## config.mk

```make
export PLATFORM = sky130hd
export DESIGN_NAME = i2c_master_byte_controller_core
export DESIGN_NICKNAME = d
export VERILOG_FILES = /design/src/design/i2cm_pkg.sv /design/src/design/i2cm_in_reg.sv /design/src/design/i2cm_engine.sv /design/src/design/i2cm_out_reg.sv /design/src/design/i2c_master_byte_controller_core.sv
export SDC_FILE = /design/constraint.sdc
export NUM_CORES = 1
export LEC_CHECK = 0
export BUFFER_PORTS_ARGS = -buffer_cell sky130_fd_sc_hd__buf_4
export CORE_MARGIN = 2
export CORE_UTILIZATION = 59
export DETAILED_ROUTE_END_ITERATION = 10
export PLACE_DENSITY = 0.8
export SKIP_LAST_GASP = 1
export SLEW_MARGIN = 25
export SYNTH_ARGS = -nofsm -noshare
export SYNTH_HDL_FRONTEND = slang
export SYNTH_SLANG_ARGS = --single-unit
```

## constraint.sdc

```tcl
create_clock -name clk_i -period 3.6 [get_ports clk_i]
set_clock_uncertainty 0.2 [all_clocks]
set_input_delay 1.08 -clock clk_i [delete_from_list [all_inputs] [get_ports clk_i]]
set_output_delay 1.08 -clock clk_i [all_outputs]
set_load 0.02 [all_outputs]
```

## src/design/i2cm_pkg.sv

```systemverilog
// ----------------------------------------------------------------------------
// I2C master byte controller package
// Shared types, command codes and bus phase encoding.
// ----------------------------------------------------------------------------
`default_nettype none

package i2cm_pkg;

  localparam int unsigned AddrW = 7;
  localparam int unsigned ByteW = 8;
  localparam int unsigned CntW  = 4;

  localparam logic [CntW-1:0] BitsPerByte = 4'd8;

  typedef enum logic [2:0] {
    OP_TICK     = 3'd0,
    OP_START_WR = 3'd1,
    OP_START_RD = 3'd2,
    OP_WRITE    = 3'd3,
    OP_READ_ACK = 3'd4,
    OP_READ_END = 3'd5,
    OP_STOP     = 3'd6,
    OP_RSVD     = 3'd7
  } op_e;

  typedef enum logic [1:0] {
    ST_OK        = 2'd0,
    ST_ADDR_NACK = 2'd1,
    ST_DATA_NACK = 2'd2,
    ST_RSVD      = 2'd3
  } status_e;

  typedef enum logic [16:0] {
    PH_IDLE  = 17'h00001,
    PH_ST_A  = 17'h00002,
    PH_ST_B  = 17'h00004,
    PH_ST_C  = 17'h00008,
    PH_ST_D  = 17'h00010,
    PH_TX_LO = 17'h00020,
    PH_TX_HI = 17'h00040,
    PH_TA_LO = 17'h00080,
    PH_TA_HI = 17'h00100,
    PH_RX_LO = 17'h00200,
    PH_RX_HI = 17'h00400,
    PH_RA_LO = 17'h00800,
    PH_RA_HI = 17'h01000,
    PH_END   = 17'h02000,
    PH_SP_A  = 17'h04000,
    PH_SP_B  = 17'h08000,
    PH_SP_C  = 17'h10000
  } phase_e;

  typedef struct packed {
    logic [2:0]       op;
    logic [ByteW-1:0] data_byte;
    logic             sda_in;
  } in_word_t;

  typedef struct packed {
    logic             scl_level;
    logic             sda_level;
    logic             ready_res;
    logic             cmd_done;
    logic [ByteW-1:0] rx_byte;
    logic [1:0]       status;
  } res_word_t;

endpackage

`default_nettype wire

```

## src/design/i2cm_in_reg.sv

```systemverilog
// ----------------------------------------------------------------------------
// I2C master input register
// Holds one accepted tick word until the engine consumes it.
// ----------------------------------------------------------------------------
`default_nettype none

module i2cm_in_reg
  import i2cm_pkg::*;
(
  input  wire logic     clk_i,
  input  wire logic     rst_ni,
  input  wire logic     valid_i,
  output logic          stall_o,
  input  wire in_word_t word_i,
  input  wire logic     take_i,
  output logic          valid_o,
  output in_word_t      word_o
);

  logic     valid_q, valid_d;
  in_word_t word_q;
  logic     load;

  assign stall_o = valid_q && !take_i;
  assign load    = valid_i && !stall_o;
  assign valid_d = load || (valid_q && !take_i);

  always_ff @(posedge clk_i or negedge rst_ni) begin
    if (!rst_ni) begin
      valid_q <= 1'b0;
    end else begin
      valid_q <= valid_d;
    end
  end

  always_ff @(posedge clk_i) begin
    if (load) begin
      word_q <= word_i;
    end
  end

  assign valid_o = valid_q;
  assign word_o  = word_q;

endmodule

`default_nettype wire

```

## src/design/i2cm_engine.sv

```systemverilog
// ----------------------------------------------------------------------------
// I2C master protocol engine
// Advances the bus state machine by one phase for every tick word consumed.
// ----------------------------------------------------------------------------
`default_nettype none

module i2cm_engine
  import i2cm_pkg::*;
(
  input  wire logic             clk_i,
  input  wire logic             rst_ni,
  input  wire logic             step_i,
  input  wire in_word_t         word_i,
  input  wire logic [AddrW-1:0] target_addr_i,
  output res_word_t             res_o
);

  phase_e           phase_q, phase_d;
  op_e              pend_q, pend_d;
  logic [CntW-1:0]  cnt_q, cnt_d;
  logic [ByteW-1:0] shift_q, shift_d;
  logic             scl_q, scl_d;
  logic             sda_q, sda_d;
  status_e          status_q, status_d;
  logic [ByteW-1:0] rx_q, rx_d;
  logic             done;
  op_e              op;

  assign op = op_e'(word_i.op);

  always_comb begin
    phase_d  = phase_q;
    pend_d   = pend_q;
    cnt_d    = cnt_q;
    shift_d  = shift_q;
    scl_d    = scl_q;
    sda_d    = sda_q;
    status_d = status_q;
    rx_d     = rx_q;
    done     = 1'b0;

    // A command is taken only when idle; the same tick runs its first phase.
    if (phase_q == PH_IDLE && op != OP_TICK && op != OP_RSVD) begin
      pend_d   = op;
      status_d = ST_OK;
      cnt_d    = '0;
      case (op)
        OP_START_WR, OP_START_RD: begin
          shift_d = {target_addr_i, op == OP_START_RD};
          phase_d = PH_ST_A;
        end
        OP_WRITE: begin
          shift_d = word_i.data_byte;
          phase_d = PH_TX_LO;
        end
        OP_READ_ACK, OP_READ_END: begin
          shift_d = '0;
          phase_d = PH_RX_LO;
        end
        default: begin
          phase_d = PH_SP_A;
        end
      endcase
    end

    case (phase_d)
      PH_ST_A: begin
        sda_d   = 1'b1;
        phase_d = PH_ST_B;
      end
      PH_ST_B: begin
        scl_d   = 1'b1;
        phase_d = PH_ST_C;
      end
      PH_ST_C: begin
        sda_d   = 1'b0;
        phase_d = PH_ST_D;
      end
      PH_ST_D: begin
        scl_d   = 1'b0;
        cnt_d   = '0;
        phase_d = PH_TX_LO;
      end
      PH_TX_LO: begin
        scl_d   = 1'b0;
        sda_d   = shift_d[ByteW-1];
        phase_d = PH_TX_HI;
      end
      PH_TX_HI: begin
        scl_d   = 1'b1;
        shift_d = {shift_d[ByteW-2:0], 1'b0};
        cnt_d   = cnt_d + 1'b1;
        phase_d = (cnt_d >= BitsPerByte) ? PH_TA_LO : PH_TX_LO;
      end
      PH_TA_LO: begin
        scl_d   = 1'b0;
        sda_d   = 1'b1;
        phase_d = PH_TA_HI;
      end
      PH_TA_HI: begin
        scl_d = 1'b1;
        if (word_i.sda_in) begin
          status_d = (pend_d == OP_WRITE) ? ST_DATA_NACK : ST_ADDR_NACK;
          phase_d  = PH_SP_A;
        end else begin
          phase_d = PH_END;
        end
      end
      PH_RX_LO: begin
        scl_d   = 1'b0;
        sda_d   = 1'b1;
        phase_d = PH_RX_HI;
      end
      PH_RX_HI: begin
        scl_d   = 1'b1;
        shift_d = {shift_d[ByteW-2:0], word_i.sda_in};
        cnt_d   = cnt_d + 1'b1;
        phase_d = (cnt_d >= BitsPerByte) ? PH_RA_LO : PH_RX_LO;
      end
      PH_RA_LO: begin
        scl_d   = 1'b0;
        sda_d   = (pend_d == OP_READ_END);
        rx_d    = shift_d;
        phase_d = PH_RA_HI;
      end
      PH_RA_HI: begin
        scl_d   = 1'b1;
        phase_d = (pend_d == OP_READ_END) ? PH_SP_A : PH_END;
      end
      PH_END: begin
        scl_d   = 1'b0;
        done    = 1'b1;
        phase_d = PH_IDLE;
      end
      PH_SP_A: begin
        scl_d   = 1'b0;
        sda_d   = 1'b0;
        phase_d = PH_SP_B;
      end
      PH_SP_B: begin
        scl_d   = 1'b1;
        phase_d = PH_SP_C;
      end
      PH_SP_C: begin
        sda_d   = 1'b1;
        done    = 1'b1;
        phase_d = PH_IDLE;
      end
      default: begin
        phase_d = PH_IDLE;
      end
    endcase
  end

  always_ff @(posedge clk_i or negedge rst_ni) begin
    if (!rst_ni) begin
      phase_q  <= PH_IDLE;
      pend_q   <= OP_TICK;
      cnt_q    <= '0;
      shift_q  <= '0;
      scl_q    <= 1'b1;
      sda_q    <= 1'b1;
      status_q <= ST_OK;
      rx_q     <= '0;
    end else if (step_i) begin
      phase_q  <= phase_d;
      pend_q   <= pend_d;
      cnt_q    <= cnt_d;
      shift_q  <= shift_d;
      scl_q    <= scl_d;
      sda_q    <= sda_d;
      status_q <= status_d;
      rx_q     <= rx_d;
    end
  end

  assign res_o.scl_level = scl_d;
  assign res_o.sda_level = sda_d;
  assign res_o.ready_res = (phase_d == PH_IDLE);
  assign res_o.cmd_done  = done;
  assign res_o.rx_byte   = rx_d;
  assign res_o.status    = status_d;

  a_phase_onehot: assert property (@(posedge clk_i) disable iff (!rst_ni)
    $onehot(phase_q))
    else $error("bus phase register is not one-hot");

  a_bit_count_range: assert property (@(posedge clk_i) disable iff (!rst_ni)
    cnt_q <= BitsPerByte)
    else $error("bit counter ran past one byte");

  a_done_is_idle: assert property (@(posedge clk_i) disable iff (!rst_ni)
    step_i && done |=> phase_q == PH_IDLE)
    else $error("command finished but engine did not return to idle");

  a_stop_releases: assert property (@(posedge clk_i) disable iff (!rst_ni)
    step_i && phase_q == PH_SP_C |=> scl_q && sda_q)
    else $error("bus not released after stop condition");

endmodule

`default_nettype wire

```

## src/design/i2cm_out_reg.sv

```systemverilog
// ----------------------------------------------------------------------------
// I2C master result register
// Holds one result word until the receiver takes it.
// ----------------------------------------------------------------------------
`default_nettype none

module i2cm_out_reg
  import i2cm_pkg::*;
(
  input  wire logic      clk_i,
  input  wire logic      rst_ni,
  input  wire logic      load_i,
  input  wire res_word_t word_i,
  output logic           room_o,
  output logic           valid_o,
  input  wire logic      stall_i,
  output res_word_t      word_o
);

  logic      valid_q, valid_d;
  res_word_t word_q;

  // A new word may enter when the register is empty or is emptied this cycle.
  assign room_o  = !valid_q || !stall_i;
  assign valid_d = load_i || (valid_q && stall_i);

  always_ff @(posedge clk_i or negedge rst_ni) begin
    if (!rst_ni) begin
      valid_q <= 1'b0;
    end else begin
      valid_q <= valid_d;
    end
  end

  always_ff @(posedge clk_i) begin
    if (load_i) begin
      word_q <= word_i;
    end
  end

  assign valid_o = valid_q;
  assign word_o  = word_q;

endmodule

`default_nettype wire

```

## src/design/i2c_master_byte_controller_core.sv

```systemverilog
// ----------------------------------------------------------------------------
// I2C master byte controller core
// 7-bit-address I2C master that moves the bus one phase per tick word.
//
// Each input word is one bus timing tick: a command code, a byte to send and
// the sampled SDA level. When the controller is idle a tick may start a start,
// write, read or stop command; ticks that arrive while busy only advance the
// running command. Every input word yields exactly one result word with the
// SCL and SDA levels to drive, idle and done flags, the last received byte
// and the status of the latest command.
// From input acceptance to result valid, the word waits in the input register
// until the engine steps, which loads its result into the result register.
// Throughput is one word per cycle when the receiver does not stall.
// When the receiver stalls, the result is held and the input register fills;
// input stall then follows output stall in the same cycle.
// Reset returns the engine to idle with both bus lines released, status ok,
// received byte zero and the target address zero. The target address must be
// written through cfg_we_i while the controller is idle; no logic enforces it.
// ----------------------------------------------------------------------------
`default_nettype none

module i2c_master_byte_controller_core
  import i2cm_pkg::*;
(
  input  wire logic             clk_i,
  input  wire logic             rst_ni,
  input  wire logic             in_valid_i,
  output logic                  in_stall_o,
  input  wire logic [2:0]       op_i,
  input  wire logic [ByteW-1:0] data_byte_i,
  input  wire logic             sda_in_i,
  input  wire logic             cfg_we_i,
  input  wire logic [AddrW-1:0] cfg_wdata_i,
  output logic                  out_valid_o,
  input  wire logic             out_stall_i,
  output logic                  scl_level_o,
  output logic                  sda_level_o,
  output logic                  ready_res_o,
  output logic                  cmd_done_o,
  output logic [ByteW-1:0]      rx_byte_o,
  output logic [1:0]            status_o
);

  logic             [AddrW-1:0] target_addr_q;
  in_word_t         in_word, held_word;
  logic             held_valid;
  logic             out_room;
  logic             step;
  res_word_t        res_word, out_word;

  always_ff @(posedge clk_i or negedge rst_ni) begin
    if (!rst_ni) begin
      target_addr_q <= '0;
    end else if (cfg_we_i) begin
      target_addr_q <= cfg_wdata_i;
    end
  end

  assign in_word.op        = op_i;
  assign in_word.data_byte = data_byte_i;
  assign in_word.sda_in    = sda_in_i;

  assign step = held_valid && out_room;

  i2cm_in_reg u_in_reg (
    .clk_i   (clk_i),
    .rst_ni  (rst_ni),
    .valid_i (in_valid_i),
    .stall_o (in_stall_o),
    .word_i  (in_word),
    .take_i  (step),
    .valid_o (held_valid),
    .word_o  (held_word)
  );

  i2cm_engine u_engine (
    .clk_i         (clk_i),
    .rst_ni        (rst_ni),
    .step_i        (step),
    .word_i        (held_word),
    .target_addr_i (target_addr_q),
    .res_o         (res_word)
  );

  i2cm_out_reg u_out_reg (
    .clk_i   (clk_i),
    .rst_ni  (rst_ni),
    .load_i  (step),
    .word_i  (res_word),
    .room_o  (out_room),
    .valid_o (out_valid_o),
    .stall_i (out_stall_i),
    .word_o  (out_word)
  );

  assign scl_level_o = out_word.scl_level;
  assign sda_level_o = out_word.sda_level;
  assign ready_res_o = out_word.ready_res;
  assign cmd_done_o  = out_word.cmd_done;
  assign rx_byte_o   = out_word.rx_byte;
  assign status_o    = out_word.status;

endmodule

`default_nettype wire
```

==> reports/results.ini <==
[worst_setup_path]
crit_buf_inv = 1
critPathArrivalTime_ns = 3.25
worst-setup-path-type = register to register
timing.rr.start = u_engine.phase_q[0]$_DFFE_PN1P_
critical_path.top_delay_family = simple AND/OR/NAND/NOR gates
cp.required_ns = 3.51
crit_chain = or3b_2, or4_4, nor4_4, buf_4, mux2i_1, mux2_2, nand3_1
crit_start = u_engine.phase_q[0]$_DFFE_PN1P_
crit_path_end_kind = register
crit_path_max_fanout = 7
slowest_library_cell_on_the_worst_path = dfstp_2
timing.critical_path.from_type = register
crit_path_max_incr_delay_ns = 0.57

[floorplan]
dieArea_sq_um = 7420
core_area_sq_um = 6420
ios = 40
fp.dieW_um = 86.1
floorplan.initialDensity_pct = 62.0
number_of_placement_rows = 29
die_h_um = 86.1

[finish]
antenna-diode-count = 0
area.growth.synth_to_final_pct = 17.0
final_util_pct = 72.5
most-common-layout-cells = buf_4 (61), nand2_1 (56), dfrtp_1 (49)
n_fill_cell = 494
finalNetCount = 465
drive_above_1_share_pct = 24.7
leading_cell_type_in_the_layout_fill_and_taps_excluded = buf_4
finalNonFillerCells = 522

[worst_hold_path]
timing.hold.worst.class = register to register
min-delay-start = u_engine.shift_q[6]$_DFFE_PN0P_

[logic_synthesis]
synth_seq_cells = 78
synth_top_family_by_area = simple AND/OR/NAND/NOR gates
post_synth_and_or_nand_nor_area_fraction_pct = 23.4
synth_xor_area_share_pct = 0.880
proportion_of_synthesized_chip_area_in_sequential_cells_pct = 52.4
fraction_of_the_mapped_netlist_area_in_adder_cells_pct = 0.314
synth_mux_area_share_pct = 7.67
yosys_warnings = 0
syn-num-nets = 414
share_of_the_synthesized_area_in_the_top_cell_type_pct = 30.8
synth.largest_area_cell = dfrtp_1
synth_flop_cell = dfrtp_1
share_of_async_settable_or_async_resettable_flops_after_synthesis_pct = 66.7
synth_compound_gate_area_share_pct = 12.4
synth.avg_cell_area_sq_um = 10.2
netlist-cell-type-count = 57
synth_cells = 389
synth_edf_count = 26
syn-cell-area_sq_um = 3980
synth_area_leaders = dfrtp_1 (31%), edfxtp_1 (20%), mux2_2 (5.7%), nand2_1 (5.3%), nor2_1 (4.2%)

[power_and_ir_drop]
power.switching_uw = 761
share_clk_of_total_power_pct = 29.7
static-leakage-power_uw = 0.00198
power.combinational.fraction_pct = 25.0
p_sw_share_pct = 30.8
internal-power_uw = 1710
power_density_nw_per_um2 = 530
irDropWorstVdd_uv = 357
power_frac_seq_pct = 45.2

[clock_network]
cts_sinks = 78
cts_hold_repair.buffers = 0
clock_insertion_delay_at_the_later_pin_of_the_skew_report_ns = 0.36
postCtsSetupRepairBufs = 0
clk_path_buf_depth = 2
cts.clk_slew.worst_paths_ns = 0.08
clock_buffer_count_from_cts = 9
ctsHtreeMaxLevel = 3
tritoncts = built
ctsResizeCount = 0
clockRootBuffer = clkbuf_8

[grt]
grt_start_max_net_pins = 53
first_global_vias = 3333
global_route.usage.total_pct = 28.6
number_of_antenna_violations_at_the_first_check_in_global_routing = 0
grt_first_pass_wirelength_um = 16400
grt_overflow = 0

[route]
ant_nets = 0
drcViolationCount = 0
detail_route.iter0.violations = 274
routed-via-count = 3201
wl_per_cell_um = 18.3
vias_per_std_cell = 6.13
drt_pass_1_iters = 5
route.final.wire_length_um = 9540

[placement]
placement.setup.worst_slack_ns = 0.312
gp_congestion = 0.973
post-place-cells = 506
dp_hpwl_um = 6830
numPortBuffers = 39

[sta]
min_period_ns = 3.34
fmax_mhz = 300
timing.hold.ws_ns = 0.287
fin_tns_setup_ns = 0
final-setup-viol-count = 0
timing.slew.headroom_pct = 54.8
post-route-worst-setup-slack_ns = 0.265
timing_worst_slew_pin_value_ns = 0.678
period_share_pct = 92.6
finalMaxSlewViolations = 0
grt_setup_unrepaired = false
final_hold_viol_count = 0

[status]
run_status = completed

[run]
drv_cap = 0

[state kept, by name, summed over array words and instances, names as in the netlist, 2 cells and up]
| register | flops |
|---|---|
| target_addr_q | 7 |
| u_engine.cnt_q | 4 |
| u_engine.pend_q | 3 |
| u_engine.phase_q | 16 |
| u_engine.rx_q | 8 |
| u_engine.shift_q | 8 |
| u_engine.status_q | 2 |
| u_in_reg.word_o | 12 |
| u_out_reg.word_o | 14 |
[cells in the mapped netlist, types with 6 or more instances]
cell      instances
o21ai_0          23
a22o_1            8
nor4_1            9
nand4b_1          6
mux2i_1           8
edfxtp_1         26
dfrtp_1          49
o21ai_1           8
nor2_1           45
nand2_1          56
or3_1             6
mux2_2           20
clkbuf_1         13
nand3_1          10
nand2b_1          6
nor3_1            6
o31ai_1           7
[stage by stage]
step / instance area [sq um] / power [uW]
6_report: 4660 / 2470
5_1_grt: 4660 / 2590
4_1_cts: 4660 / 2470
3_5_place_dp: 4440 / 1740
3_3_place_gp: 4440 / 1730
2_1_floorplan: 3980 / 1530
[routing by layer]
metal / global-route usage (%) / wire [um] / up-vias / part of all wire (%)
met5: 0 / 0 / - / 0
met4: 10.4 / 229 / 0 / 2.4
met3: 5.77 / 481 / 21 / 5.0
met2: 45.4 / 4480 / 116 / 47
met1: 39.1 / 4350 / 1542 / 46
li1: - / - / 1522 / -
[kinds of logic (layout without fill, tap and decap cells)]
logic type	Yosys count	in the layout
simple gates	179	179
buf+inv	26	82
mux	28	28
xor+xnor	4	4
flops	78	78
compound gates	73	73
fa+ha+maj	1	1
[power by group through the flow]
stage	Combinational [uW]	Sequential, uW	Clock (uW)
after detailed placement	607	1130	0
after global placement	603	1130	0
final	618	1120	733
after global routing	680	1130	774
after floorplan	396	1130	0
after CTS	613	1110	739
[cell type report]
class | count | area, sq um | area share (%)
inverters | 5 | 18.8 | 0.403
flip-flops and latches | 78 | 2090 | 44.8
clock inverters | 5 | 81.3 | 1.75
clock buffers | 11 | 141 | 3.04
well taps | 77 | 96.3 | 2.07
multi-input cells | 285 | 1780 | 38.1
repair buffers | 61 | 458 | 9.83
[path summary, 6_finish.rpt]
check	to	slack, ns	depth (start not counted)
min in group asynchronous	u_engine.phase_q[16]$_DFFE_PN0P_	0.55	1
max	u_out_reg.word_o[12]$_DFFE_PP_	0.26	7
max reg2reg	u_out_reg.word_o[12]$_DFFE_PP_	0.26	7
min	u_engine.shift_q[6]$_DFFE_PN0P_	0.29	2
max in group asynchronous	u_engine.pend_q[1]$_DFFE_PN0P_	2.18	1
min reg2reg	u_engine.shift_q[6]$_DFFE_PN0P_	0.29	2
[worst reg2reg max path, cell delays in order (launching register included)]
cell	delay, ns
dfstp_2	0.57
or3b_2	0.52
or4_4	0.51
nor4_4	0.30
buf_4	0.23
mux2i_1	0.44
mux2_2	0.27
nand3_1	0.06
No activity file was read; power rests on OpenSTA's default activity.
